$ cat config.mk
export PLATFORM = sky130hd
export DESIGN_NAME = los_queue
export DESIGN_NICKNAME = d
export VERILOG_FILES = /design/src/design/los_pkg.sv /design/src/design/los_queue.sv
export SDC_FILE = /design/constraint.sdc
export NUM_CORES = 1
export LEC_CHECK = 0
export ABC_AREA = 0
export BUFFER_PORTS_ARGS = -buffer_cell sky130_fd_sc_hd__buf_2
export CAP_MARGIN = 0
export CORE_ASPECT_RATIO = 0.8
export CORE_UTILIZATION = 45
export CTS_CLUSTER_DIAMETER = 40
export DETAILED_ROUTE_END_ITERATION = 10
export HOLD_SLACK_MARGIN = 0.1
export PLACE_DENSITY = 0.71
export SYNTH_ARGS = -nofsm -noshare
export SYNTH_HDL_FRONTEND = slang
export SYNTH_SLANG_ARGS = --single-unit
$ cat constraint.sdc
create_clock -name clk -period 4 [get_ports clk]
set_input_delay 0.8 -clock clk [delete_from_list [all_inputs] [get_ports clk]]
set_output_delay 0.8 -clock clk [all_outputs]
set_load 0.05 [all_outputs]
$ cat src/design/los_pkg.sv
package los_pkg;

  localparam int GridW = 64;
  localparam int GridH = 64;
  localparam int CoordW = 6;

  localparam logic OpCell  = 1'b0;
  localparam logic OpPoint = 1'b1;

  typedef struct packed {
    logic              op;
    logic [CoordW-1:0] cell_x;
    logic [CoordW-1:0] cell_y;
    logic              blocked;
    logic              path_last;
  } in_item_t;

  typedef struct packed {
    logic [CoordW-1:0] out_x;
    logic [CoordW-1:0] out_y;
    logic              final_point;
  } out_item_t;

endpackage

$ cat src/design/los_queue.sv
module los_queue (
  input  logic              clk,
  input  logic              rst_n,
  input  logic              wr_valid,
  output logic              wr_ready,
  input  los_pkg::in_item_t wr_item,
  output logic              rd_valid,
  input  logic              rd_ready,
  output los_pkg::in_item_t rd_item
);

  los_pkg::in_item_t mem_r [2];
  logic       wptr_r, rptr_r;
  logic [1:0] cnt_r;

  assign wr_ready = (cnt_r != 2'd2);
  assign rd_valid = (cnt_r != 2'd0);
  assign rd_item  = mem_r[rptr_r];

  always_ff @(posedge clk) begin
    if (wr_valid && wr_ready) mem_r[wptr_r] <= wr_item;
    if (!rst_n) begin
      wptr_r <= 1'b0;
      rptr_r <= 1'b0;
      cnt_r  <= 2'd0;
    end else begin
      if (wr_valid && wr_ready) wptr_r <= ~wptr_r;
      if (rd_valid && rd_ready) rptr_r <= ~rptr_r;
      cnt_r <= cnt_r + {1'b0, wr_valid && wr_ready} - {1'b0, rd_valid && rd_ready};
    end
  end

endmodule

==> qor_table.md, run 1 <==
| Result | Reported |
|:---|:---|
| Initial detailed-routing violation count | 19 |
| Worst R2R Start | cnt_r[0] |
| Maximum number of pins on one net before global-route repair | 16 |
| Aggregate global-route resource usage | 0.124 |
| Layout cells sized above 1 | 0.523 |
| Result of the run | finished, final reports clean |
| Clock latency reported for the late side of the worst-skew pair | 0.27 ns |
| Number of setup violations in the final report | 0 |
| Worst path buffer plus inverter count | 1 |
| Tcrit/Tclk final | 0.641 |
| Die span in x | 63.8 um |
| Final min period | 2.57 ns |
| FF-to-FF End | mem_r[0][13] |
| Flop and latch count out of synthesis | 35 |
| Logic depth of the worst register-to-register path | 4 |
| Number of slew-limit violations in the final report | 0 |
| Arr. time, crit path | 1.77 ns |
| Worst min path class | reg2reg |
| Wire length of the first global-routing pass | 2.76 mm |
| Critical Path Max Stage Delay | 0.87 ns |
| Final cell count without fillers | 149 |
| Routed vias | 696 |
| Clock sink total | 35 |
| Commonest cells post-synth | edfxtp_1 (30), mux2_4 (10), dfxtp_1 (5), mux2_2 (5), xnor2_1 (3) |
| Top post-synthesis cells by area | edfxtp_1 (66%), mux2_4 (11%), dfxtp_1 (7.3%), mux2_2 (4.1%), xnor2_1 (1.9%) |
| Final design area excluding fillers | 0.00165 mm^2 |
| Average cell area after synthesis | 19.3 um^2 |
| Cell Count Post-Placement | 143 |
| Post-Place Setup Slack | 1.70 ns |
| Total congestion overflow after global routing | 0 |
| Clock transition time at the flip-flop clock pins of the worst setup and hold paths | 0.06 ns |
| DP HPWL | 1.29 mm |
| Power per cell area | 702 mW/mm^2 |
| Cell variety after synth | 18 |
| Worst vdd ir | 325 uV |
| Worst setup path endpoint | rd_item[14] |
| Setup repair after global routing missed its margin | false |
| Setup crit start kind | register |
| Min setup slack post-route | 1.43 ns |
| Maximum clock insertion buffer count | 2 |
| Vias per cell | 4.67 |
| Final core area utilization | 0.582 |
| Number of buffers added for setup after CTS | 0 |
| Number of diodes added for antenna fixing | 0 |
| Family of cells with the greatest summed delay on the critical path | flip-flops |
| Standard cell area after detailed placement | 0.00157 mm^2 |
| Number of instances in the synthesized netlist | 71 |
| Worst endpoint required time | 3.20 ns |
| Antenna Nets Post-Route | 0 |
| Area of the mapped netlist | 0.00137 mm^2 |
| CTS Root Buffer Type | clkbuf_8 |
| Count of filler cells inserted in the layout | 244 |
| Number of global-route vias before repair | 622 |
| Cell chain of the critical path | mux2_2 -> buf_2 |
| Std-Cell Rows | 17 |
| Effective utilization at floorplan | 0.486 |
| Number of primary I/O pins | 36 |
| Worst min-delay path startpoint | wptr_r |
| Core Footprint | 0.00283 mm^2 |
| Share of async-settable or async-resettable flops after synthesis | 0 |
| Leak Pwr | 0.658 nW |
| Clock buffer count from CTS | 5 |
| Number of failing hold endpoints at the final stage | 0 |
| Path length in cells of the critical path | 2 |
| Count of unresolved DRC violations after routing | 0 |
| Number of antenna violations at the first check in global routing | 0 |
| Max Cap Violations | 0 |
| Floorplan die area | 0.00328 mm^2 |
| Library cell with the largest summed area after synthesis | edfxtp_1 |
| Final nets | 133 |
| Critical Path Sink Type | primary output |
| Clock tree from TritonCTS | done |
| Post-Syn Nets | 92 |
| Fraction of the yosys area taken by sequential cells | 0.729 |
| Final sum of negative setup slack | 0 ns |
| FF-to-FF setup slack | 2.30 ns |
| Leading cell type by number of instances after synthesis | edfxtp_1 |
| Slowest stage cell, crit path | dfxtp_1 |
| Maximum fanout encountered on the critical timing path | 15 |
| Clock Skews | 0.00316 ns |
| Die Y | 51.4 um |
| Dominant register cell in the synthesized netlist | edfxtp_1 |
| Total of warnings raised by yosys | 0 |
| First-pass DRT Iterations | 3 |
| Highest attainable clock frequency | 390 MHz |
| Number of instances resized during post-cts repair | 0 |
| Wire length per cell | 12.1 um |
| Total Routed Length | 1.80 mm |
| Area growth, synth to finish | 19.8% |
| Slew Limit Headroom | 0.438 |
| Deepest level of the CTS H-tree | 2 |
| Hold_buf cts | 0 |
| Number of buffer cells added on primary ports | 35 |
| Post-synth EDFFs | 30 |
| Area share of the largest cell type after synthesis | 0.656 |
| Transition time at the pin with the least slew margin | 0.841 ns |
| Kind of critical path | reg2out |
| Routability congestion estimate | 0.568 |
## layout make-up
| cell class | instances | area [um^2] | share of cell area |
|---|---|---|---|
| clock buffer | 6 | 72.6 | 0.0441 |
| sequential | 35 | 1000 | 0.608 |
| multi-input combinational | 33 | 338 | 0.205 |
| timing repair buffer | 36 | 183 | 0.111 |
| inverter | 1 | 3.75 | 0.00228 |
| tap | 38 | 47.5 | 0.0289 |
## where the power goes
part | total (mW) | switching [mW] | internal (mW)
logic | 0.433 | 0.280 | 0.153
clock network | 0.217 | 0.101 | 0.116
registers | 0.505 | 0.0424 | 0.462
## through the flow
step / hold WS, ns / total power, mW
after floorplan: 0.455 / 0.885
after global placement: 0.468 / 0.945
after detailed placement: 0.497 / 0.953
after CTS: 0.507 / 1.17
after global routing: 0.540 / 1.21
final: 0.502 / 1.15
## cells by family after synthesis
| logic type | Yosys count | share of synthesized area |
|---|---|---|
| AOI/OAI and AO/OA | 1 | 0.00638 |
| muxes | 16 | 0.158 |
| adders and majority gates | 2 | 0.0182 |
| and+or+nand+nor | 11 | 0.0446 |
| xor gates and xnor gates | 3 | 0.0191 |
| buffers and inverters | 3 | 0.0255 |
| DFF | 35 | 0.729 |
## routing by layer
metal,track usage,up-vias,wire [um]
met1,0.146,326,777
met3,0.0580,2,142
li1,-,343,-
met2,0.186,25,871
met4,0.0682,0,9
met5,0,-,0
## cells in the final DEF (no fill, tap or decap)
master	n
dfxtp_1	5
or2_2	1
xnor2_1	3
clkbuf_8	5
mux2i_1	1
and3_1	1
buf_4	1
clkbuf_1	1
ha_1	2
mux2_2	5
buf_2	35
nand2b_1	2
nor2_1	1
o21a_2	1
and2_1	2
nor2b_1	2
edfxtp_1	30
nand2_1	2
mux2_4	10
inv_1	1
## how the worst min path moves through the flow
stage	to	slack (ns)	cells after the start
3_5_place_dp	wptr_r	0.50	2
3_3_place_gp	wptr_r	0.47	2
2_1_floorplan	wptr_r	0.45	2
5_1_grt	wptr_r	0.54	2
4_1_cts	wptr_r	0.51	2
6_report	wptr_r	0.50	2
## registers in the layout, summed over array words and instances (netlist names), named ones only
signal and count:
cnt_r 2, mem_r 30, rptr_r 1, wptr_r 1
## worst min-delay path: stages (launching register included)
cell and delay (ns):
dfxtp_1 0.33, nand2_1 0.06, mux2i_1 0.06
Power figures use the tool's default switching activity.
==> run 2: changes to the inputs <==
--- a/config.mk
+++ b/config.mk
@@ -13,7 +13,7 @@
 export CTS_CLUSTER_DIAMETER = 40
 export DETAILED_ROUTE_END_ITERATION = 10
 export HOLD_SLACK_MARGIN = 0.1
-export PLACE_DENSITY = 0.71
+export PLACE_DENSITY = 0.73
 export SYNTH_ARGS = -nofsm -noshare
 export SYNTH_HDL_FRONTEND = slang
 export SYNTH_SLANG_ARGS = --single-unit
==> constraint.sdc (replaced) <==
create_clock -name clk -period 2.31 [get_ports clk]
set_input_delay 0.462 -clock clk [delete_from_list [all_inputs] [get_ports clk]]
set_output_delay 0.462 -clock clk [all_outputs]
set_load 0.05 [all_outputs]
==> run 2 against run 1 <==
Against the previous run: cell area rose by 1.6%; critical path depth rose by 1; first-iteration DRC count fell by 58%; via count fell by 0.14%; global-route usage rose by 1.2 points; sequential share of layout area fell by 0.96 points; register-to-register slack got worse by 1.6 ns; total power rose by 77%.
==> qor_table.md, run 2 (synthesized netlist as in run 1, its figures left out) <==
| Result | Reported | Change |
|:---|:---|:---|
| Core Footprint | 0.00283 mm^2 | unchanged |
| First-pass DRT Iterations | 3 | unchanged |
| Number of failing hold endpoints at the final stage | 0 | unchanged |
| Die Y | 51.4 um | unchanged |
| Largest registers ranked by flip-flop count | mem_r: 30 flops, cnt_r: 2 flops |  |
| Arr. time, crit path | 1.53 ns | -0.24 ns |
| Final nets | 135 | +1.5% |
| Number of slew-limit violations in the final report | 0 | unchanged |
| FF-to-FF setup slack | 0.67 ns | -1.63 ns |
| Critical Path Sink Type | primary output |  |
| Logic depth of the worst register-to-register path | 8 | +4 |
| Initial detailed-routing violation count | 8 | -11 |
| Cell Count Post-Placement | 145 | +1.4% |
| Setup repair after global routing missed its margin | false |  |
| Worst endpoint required time | 1.85 ns | -1.35 ns |
| Number of global-route vias before repair | 722 | +16% |
| FF-to-FF End | cnt_r[1] |  |
| Final core area utilization | 0.591 | +0.00929 |
| Maximum clock insertion buffer count | 2 | unchanged |
| Clock latency reported for the late side of the worst-skew pair | 0.27 ns | about the same |
| Maximum fanout encountered on the critical timing path | 11 | -4 |
| Highest attainable clock frequency | 502 MHz |  |
| Worst setup path endpoint | rd_item[1] |  |
| Number of buffer cells added on primary ports | 35 | unchanged |
| Worst Hold Slack | 0.373 ns | -0.129 ns |
| Number of flip-flops under the largest register name | 30 | unchanged |
| Tcrit/Tclk final | 0.863 |  |
| Wire length of the first global-routing pass | 3.11 mm | +13% |
| Antenna Nets Post-Route | 0 | unchanged |
| Setup crit start kind | register |  |
| Worst R2R Start | cnt_r[0] |  |
| DP HPWL | 1.47 mm | +14% |
| Number of instances resized during post-cts repair | 0 | unchanged |
| Standard cell area after detailed placement | 0.00159 mm^2 | +0.95% |
| Number of setup violations in the final report | 0 | unchanged |
| Clock transition time at the flip-flop clock pins of the worst setup and hold paths | 0.07 ns | about the same |
| Clock tree from TritonCTS | done |  |
| Number of antenna violations at the first check in global routing | 0 | unchanged |
| Leak Pwr | 0.678 nW | +3.2% |
| Effective utilization at floorplan | 0.486 | unchanged |
| Worst vdd ir | 883 uV | +170% |
| Kind of critical path | reg2out |  |
| Aggregate global-route resource usage | 0.135 | +0.0117 |
| Highest-count cells in the layout ignoring fill and taps | buf_2 (35), edfxtp_1 (30), mux2_4 (10) |  |
| Number of diodes added for antenna fixing | 0 | unchanged |
| CTS Root Buffer Type | clkbuf_8 |  |
| Final cell count without fillers | 153 | +2.7% |
| Routed vias | 695 | -0.14% |
| Total congestion overflow after global routing | 0 | unchanged |
| Wire length per cell | 13.1 um | +8.2% |
| Register with the highest flop count | mem_r |  |
| Deepest level of the CTS H-tree | 2 | unchanged |
| Result of the run | finished, final reports clean |  |
| Count of unresolved DRC violations after routing | 0 | unchanged |
| Max Cap Violations | 0 | unchanged |
| Power per cell area | 1220 mW/mm^2 | +74% |
| Area growth, synth to finish | 21.7% |  |
| Layout cells sized above 1 | 0.548 | +0.0253 |
| Min setup slack post-route | 0.317 ns | -1.12 ns |
| Clock buffer count from CTS | 5 | unchanged |
| Post-Place Setup Slack | 0.590 ns | -1.11 ns |
| Floorplan die area | 0.00328 mm^2 | unchanged |
| Hold_buf cts | 0 | unchanged |
| Number of primary I/O pins | 36 | unchanged |
| Clock sink total | 35 | unchanged |
| Worst min path class | in2reg |  |
| Total Routed Length | 2.00 mm | +11% |
| Slew Limit Headroom | 0.506 | +0.0678 |
| Vias per cell | 4.54 | -2.8% |
| Number of buffers added for setup after CTS | 0 | unchanged |
| Most common cell after layout, fill and taps aside | buf_2 |  |
| Transition time at the pin with the least slew margin | 0.741 ns | -0.101 ns |
| Final min period | 1.99 ns |  |
| Count of filler cells inserted in the layout | 240 | -1.6% |
| Routability congestion estimate | 0.720 | +27% |
| Std-Cell Rows | 17 | unchanged |
| Post-layout power | 2.05 mW | +77% |
| Final design area excluding fillers | 0.00167 mm^2 | +1.6% |
| Die span in x | 63.8 um | unchanged |
| Final sum of negative setup slack | 0 ns | unchanged |
| Clock Skews | 0.00133 ns | -0.00182 ns |
| Maximum number of pins on one net before global-route repair | 16 | unchanged |
## run 2: cell count changes in the layout (fill, tap and decap cells not counted), sizes merged
cell	previous run	this run
clkbuf	6	5
clkinv	0	3
buf	36	38
## run 2: cell type report
cell class / count / area (um^2) / area share
sequential: 35 / 1000 / 0.599
tap: 38 / 47.5 / 0.0284
multi-input combinational: 33 / 338 / 0.202
clock inverter: 3 / 15.0 / 0.00898
timing repair buffer: 38 / 198 / 0.118
clock buffer: 5 / 68.8 / 0.0412
inverter: 1 / 3.75 / 0.00225
## run 2: worst max-delay path: stages (launching register included)
cell	delay, ns
dfxtp_1	0.42
buf_4	0.27
mux2_2	0.35
buf_2	0.21
## run 2: worst min-delay path by stage
stage | start | to | slack (ns) | cells past startpoint
after global routing | wr_item[4] | mem_r[0][4] | 0.37 | 1
after CTS | wr_item[13] | mem_r[1][13] | 0.37 | 1
after global placement | wptr_r | wptr_r | 0.47 | 2
after floorplan | wptr_r | wptr_r | 0.45 | 2
after detailed placement | wptr_r | wptr_r | 0.50 | 2
final | wr_item[3] | mem_r[1][3] | 0.37 | 1
## run 2: power breakdown
| part | internal (mW) | switching (mW) | leakage (nW) |
|---|---|---|---|
| Combinational | 0.274 | 0.522 | 0.309 |
| Sequential | 0.800 | 0.0454 | 0.322 |
| Clock | 0.206 | 0.199 | 0.0477 |
## run 2: routing by layer
metal | vias to the layer above | track usage | wire (um)
li1 | 346 | - | -
met2 | 28 | 0.245 | 988
met1 | 319 | 0.135 | 818
met4 | 0 | 0.0455 | 16
met3 | 2 | 0.0670 | 175
met5 | - | 0 | 0
==> run 3: changes to the inputs <==
==> constraint.sdc (replaced) <==
create_clock -name clk -period 2.31 [get_ports clk]
set_input_delay 0.462 -clock clk [delete_from_list [all_inputs] [get_ports clk]]
set_output_delay 0.462 -clock clk [all_outputs]
set_load 0.02 [all_outputs]
==> run 3 against run 2 <==
Against the previous run: utilization is 0.84 points higher; die area stayed put; clock skew is 0.0027 ns higher; combinational power is 27% lower; register-to-register slack hardly changed; largest power group unchanged; via count is 1.3% higher.
==> qor_table.md, run 3 (synthesized netlist as in run 1, its figures left out) <==
| Result | Reported | Change |
|:---|:---|:---|
| Area growth, synth to finish | 23.4% |  |
| Most common cell after layout, fill and taps aside | buf_2 |  |
| Count of unresolved DRC violations after routing | 0 | unchanged |
| Transition time at the pin with the least slew margin | 0.716 ns | -0.0247 ns |
| Final sum of negative setup slack | 0 ns | unchanged |
| Cell chain of the critical path | buf_4 -> mux2_2 -> buf_2 |  |
| Part of the power in the clock network | 0.267 | +0.069 |
| Final design area excluding fillers | 0.00170 mm^2 | +1.4% |
| Routability congestion estimate | 0.702 | -2.5% |
| Standard cell area after detailed placement | 0.00159 mm^2 | unchanged |
| Number of setup violations in the final report | 0 | unchanged |
| Clock Skews | 0.00404 ns | +0.00271 ns |
| Switching portion of total power | 0.286 | -0.0889 |
| Slew Limit Headroom | 0.523 | +0.0165 |
| Share of power burned in registers | 0.434 | +0.021 |
| Final nets | 135 | unchanged |
| Worst vdd ir | 653 uV | -26% |
| Highest-count cells in the layout ignoring fill and taps | buf_2 (35), edfxtp_1 (30), mux2_4 (10) |  |
| Kind of critical path | reg2out |  |
| Logic depth of the worst register-to-register path | 8 | unchanged |
| Worst path buffer plus inverter count | 2 | unchanged |
| Setup crit start kind | register |  |
| Aggregate global-route resource usage | 0.141 | +0.00625 |
| CTS Root Buffer Type | clkbuf_8 |  |
| Combined area of the multi-input logic cells | 338 um^2 | unchanged |
| DP HPWL | 1.44 mm | -1.6% |
| Maximum number of pins on one net before global-route repair | 16 | unchanged |
| Wire length of the first global-routing pass | 3.10 mm | -0.23% |
| FF-to-FF setup slack | 0.66 ns | about the same |
| Die span in x | 63.8 um | unchanged |
| Final cell count without fillers | 153 | unchanged |
| Critical Path Sink Type | primary output |  |
| Cell Count Post-Placement | 145 | unchanged |
| Clock tree from TritonCTS | done |  |
| Result of the run | finished, final reports clean |  |
| Antenna Nets Post-Route | 0 | unchanged |
| Clock sink total | 35 | unchanged |
| Deepest level of the CTS H-tree | 2 | unchanged |
| Reported net switching power | 0.556 mW | -27% |
| Number of buffers added for setup after CTS | 0 | unchanged |
| Arr. time, crit path | 1.48 ns | -0.05 ns |
| Clock latency reported for the late side of the worst-skew pair | 0.28 ns | about the same |
| Effective utilization at floorplan | 0.486 | unchanged |
| Tcrit/Tclk final | 0.839 | -0.0235 |
| Number of buffer cells added on primary ports | 35 | unchanged |
| Worst min path class | in2reg |  |
| Initial detailed-routing violation count | 14 | +6 |
| Power per cell area | 1150 mW/mm^2 | -6.3% |
| Hold_buf cts | 0 | unchanged |
| Total congestion overflow after global routing | 0 | unchanged |
| Total Routed Length | 2.03 mm | +1.3% |
| Worst endpoint required time | 1.85 ns | about the same |
| Number of antenna violations at the first check in global routing | 0 | unchanged |
| Worst R2R Start | cnt_r[0] |  |
| Number of slew-limit violations in the final report | 0 | unchanged |
| Number of instances resized during post-cts repair | 0 | unchanged |
| Family of cells with the greatest summed delay on the critical path | buffers and inverters |  |
| Clock buffer count from CTS | 5 | unchanged |
| Area of all sequential standard cells | 0.00100 mm^2 | unchanged |
| Max Cap Violations | 0 | unchanged |
| Number of primary I/O pins | 36 | unchanged |
| Number of failing hold endpoints at the final stage | 0 | unchanged |
| Power Internal | 1.39 mW | +8.6% |
| Combinational cell fraction of total power | 0.299 | -0.090 |
| Die Y | 51.4 um | unchanged |
| First-pass DRT Iterations | 3 | unchanged |
| Min-Delay Path Depth | 1 | unchanged |
| Critical Path Max Stage Delay | 0.42 ns | about the same |
| Maximum fanout encountered on the critical timing path | 11 | unchanged |
| Std-Cell Rows | 17 | unchanged |
| Worst min-delay path endpoint | mem_r[0][3] |  |
| Maximum clock insertion buffer count | 2 | unchanged |
| Number of flip-flops under the largest register name | 30 | unchanged |
| Final min period | 1.94 ns | -0.0543 ns |
| Core Footprint | 0.00283 mm^2 | unchanged |
| Leak Pwr | 0.686 nW | +1.2% |
| Count of filler cells inserted in the layout | 226 | -5.8% |
| Floorplan die area | 0.00328 mm^2 | unchanged |
| Worst min-delay path startpoint | wr_item[3] |  |
| Highest attainable clock frequency | 516 MHz | +2.8% |
| FF-to-FF End | cnt_r[1] |  |
| Number of global-route vias before repair | 702 | -2.8% |
| Number of diodes added for antenna fixing | 0 | unchanged |
| Setup repair after global routing missed its margin | false |  |
| Post-layout power | 1.95 mW | -4.9% |
| Largest registers ranked by flip-flop count | mem_r: 30 flops, cnt_r: 2 flops |  |
| Slowest stage cell, crit path | dfxtp_1 |  |
| Routed vias | 704 | +1.3% |
| Register with the highest flop count | mem_r |  |
| Clock transition time at the flip-flop clock pins of the worst setup and hold paths | 0.07 ns | about the same |
| Layout cells sized above 1 | 0.539 | -0.00870 |
| Vias per cell | 4.60 | +1.3% |
| Wire length per cell | 13.2 um | +1.3% |
## run 3: changes by cell type in the layout (fill, tap and decap cells not counted)
cell	delta
bufinv_16	+1
clkinv_1	+1
clkinv_2	-2
## run 3: worst max-delay path by stage
stage	startpoint	to	slack, ns	cells after the start
after global routing	register	rd_item[1]	0.27	3
final	register	rd_item[1]	0.37	3
after global placement	rd_ready	cnt_r[1]	0.65	8
after CTS	register	rd_item[1]	0.34	3
after detailed placement	rd_ready	cnt_r[1]	0.60	8
after floorplan	cnt_r[0]	mem_r[0][0]	0.51	3
## run 3: metrics by stage
stage | utilization | hold WS (ns) | worst slack, ns
after floorplan | - | 0.455 | 0.514
after global placement | 0.561 | 0.466 | 0.655
after detailed placement | 0.561 | 0.481 | 0.598
after CTS | 0.599 | 0.358 | 0.339
after global routing | 0.599 | 0.361 | 0.267
final | 0.599 | 0.367 | 0.371
## run 3: layout make-up
cell class | instances | area share
multi-input combinational | 33 | 0.199
clock inverter | 3 | 0.0229
inverter | 1 | 0.00221
clock buffer | 5 | 0.0406
tap | 38 | 0.0280
timing repair buffer | 38 | 0.117
sequential | 35 | 0.590
## run 3: power groups by stage
stage | sequential, mW | combinational [mW] | clock (mW)
2_1_floorplan | 0.841 | 0.466 | 0
3_3_place_gp | 0.852 | 0.576 | 0
3_5_place_dp | 0.859 | 0.590 | 0
4_1_cts | 0.846 | 0.592 | 0.531
5_1_grt | 0.856 | 0.630 | 0.547
6_report | 0.845 | 0.582 | 0.520
## run 3: metal layers
layer  global-route usage  share of wire  routed length, um
met1                0.151           0.42                847
met2                0.243           0.50               1020
met3               0.0670          0.072                146
met4               0.0568         0.0044                  9
met5                    0              0                  0
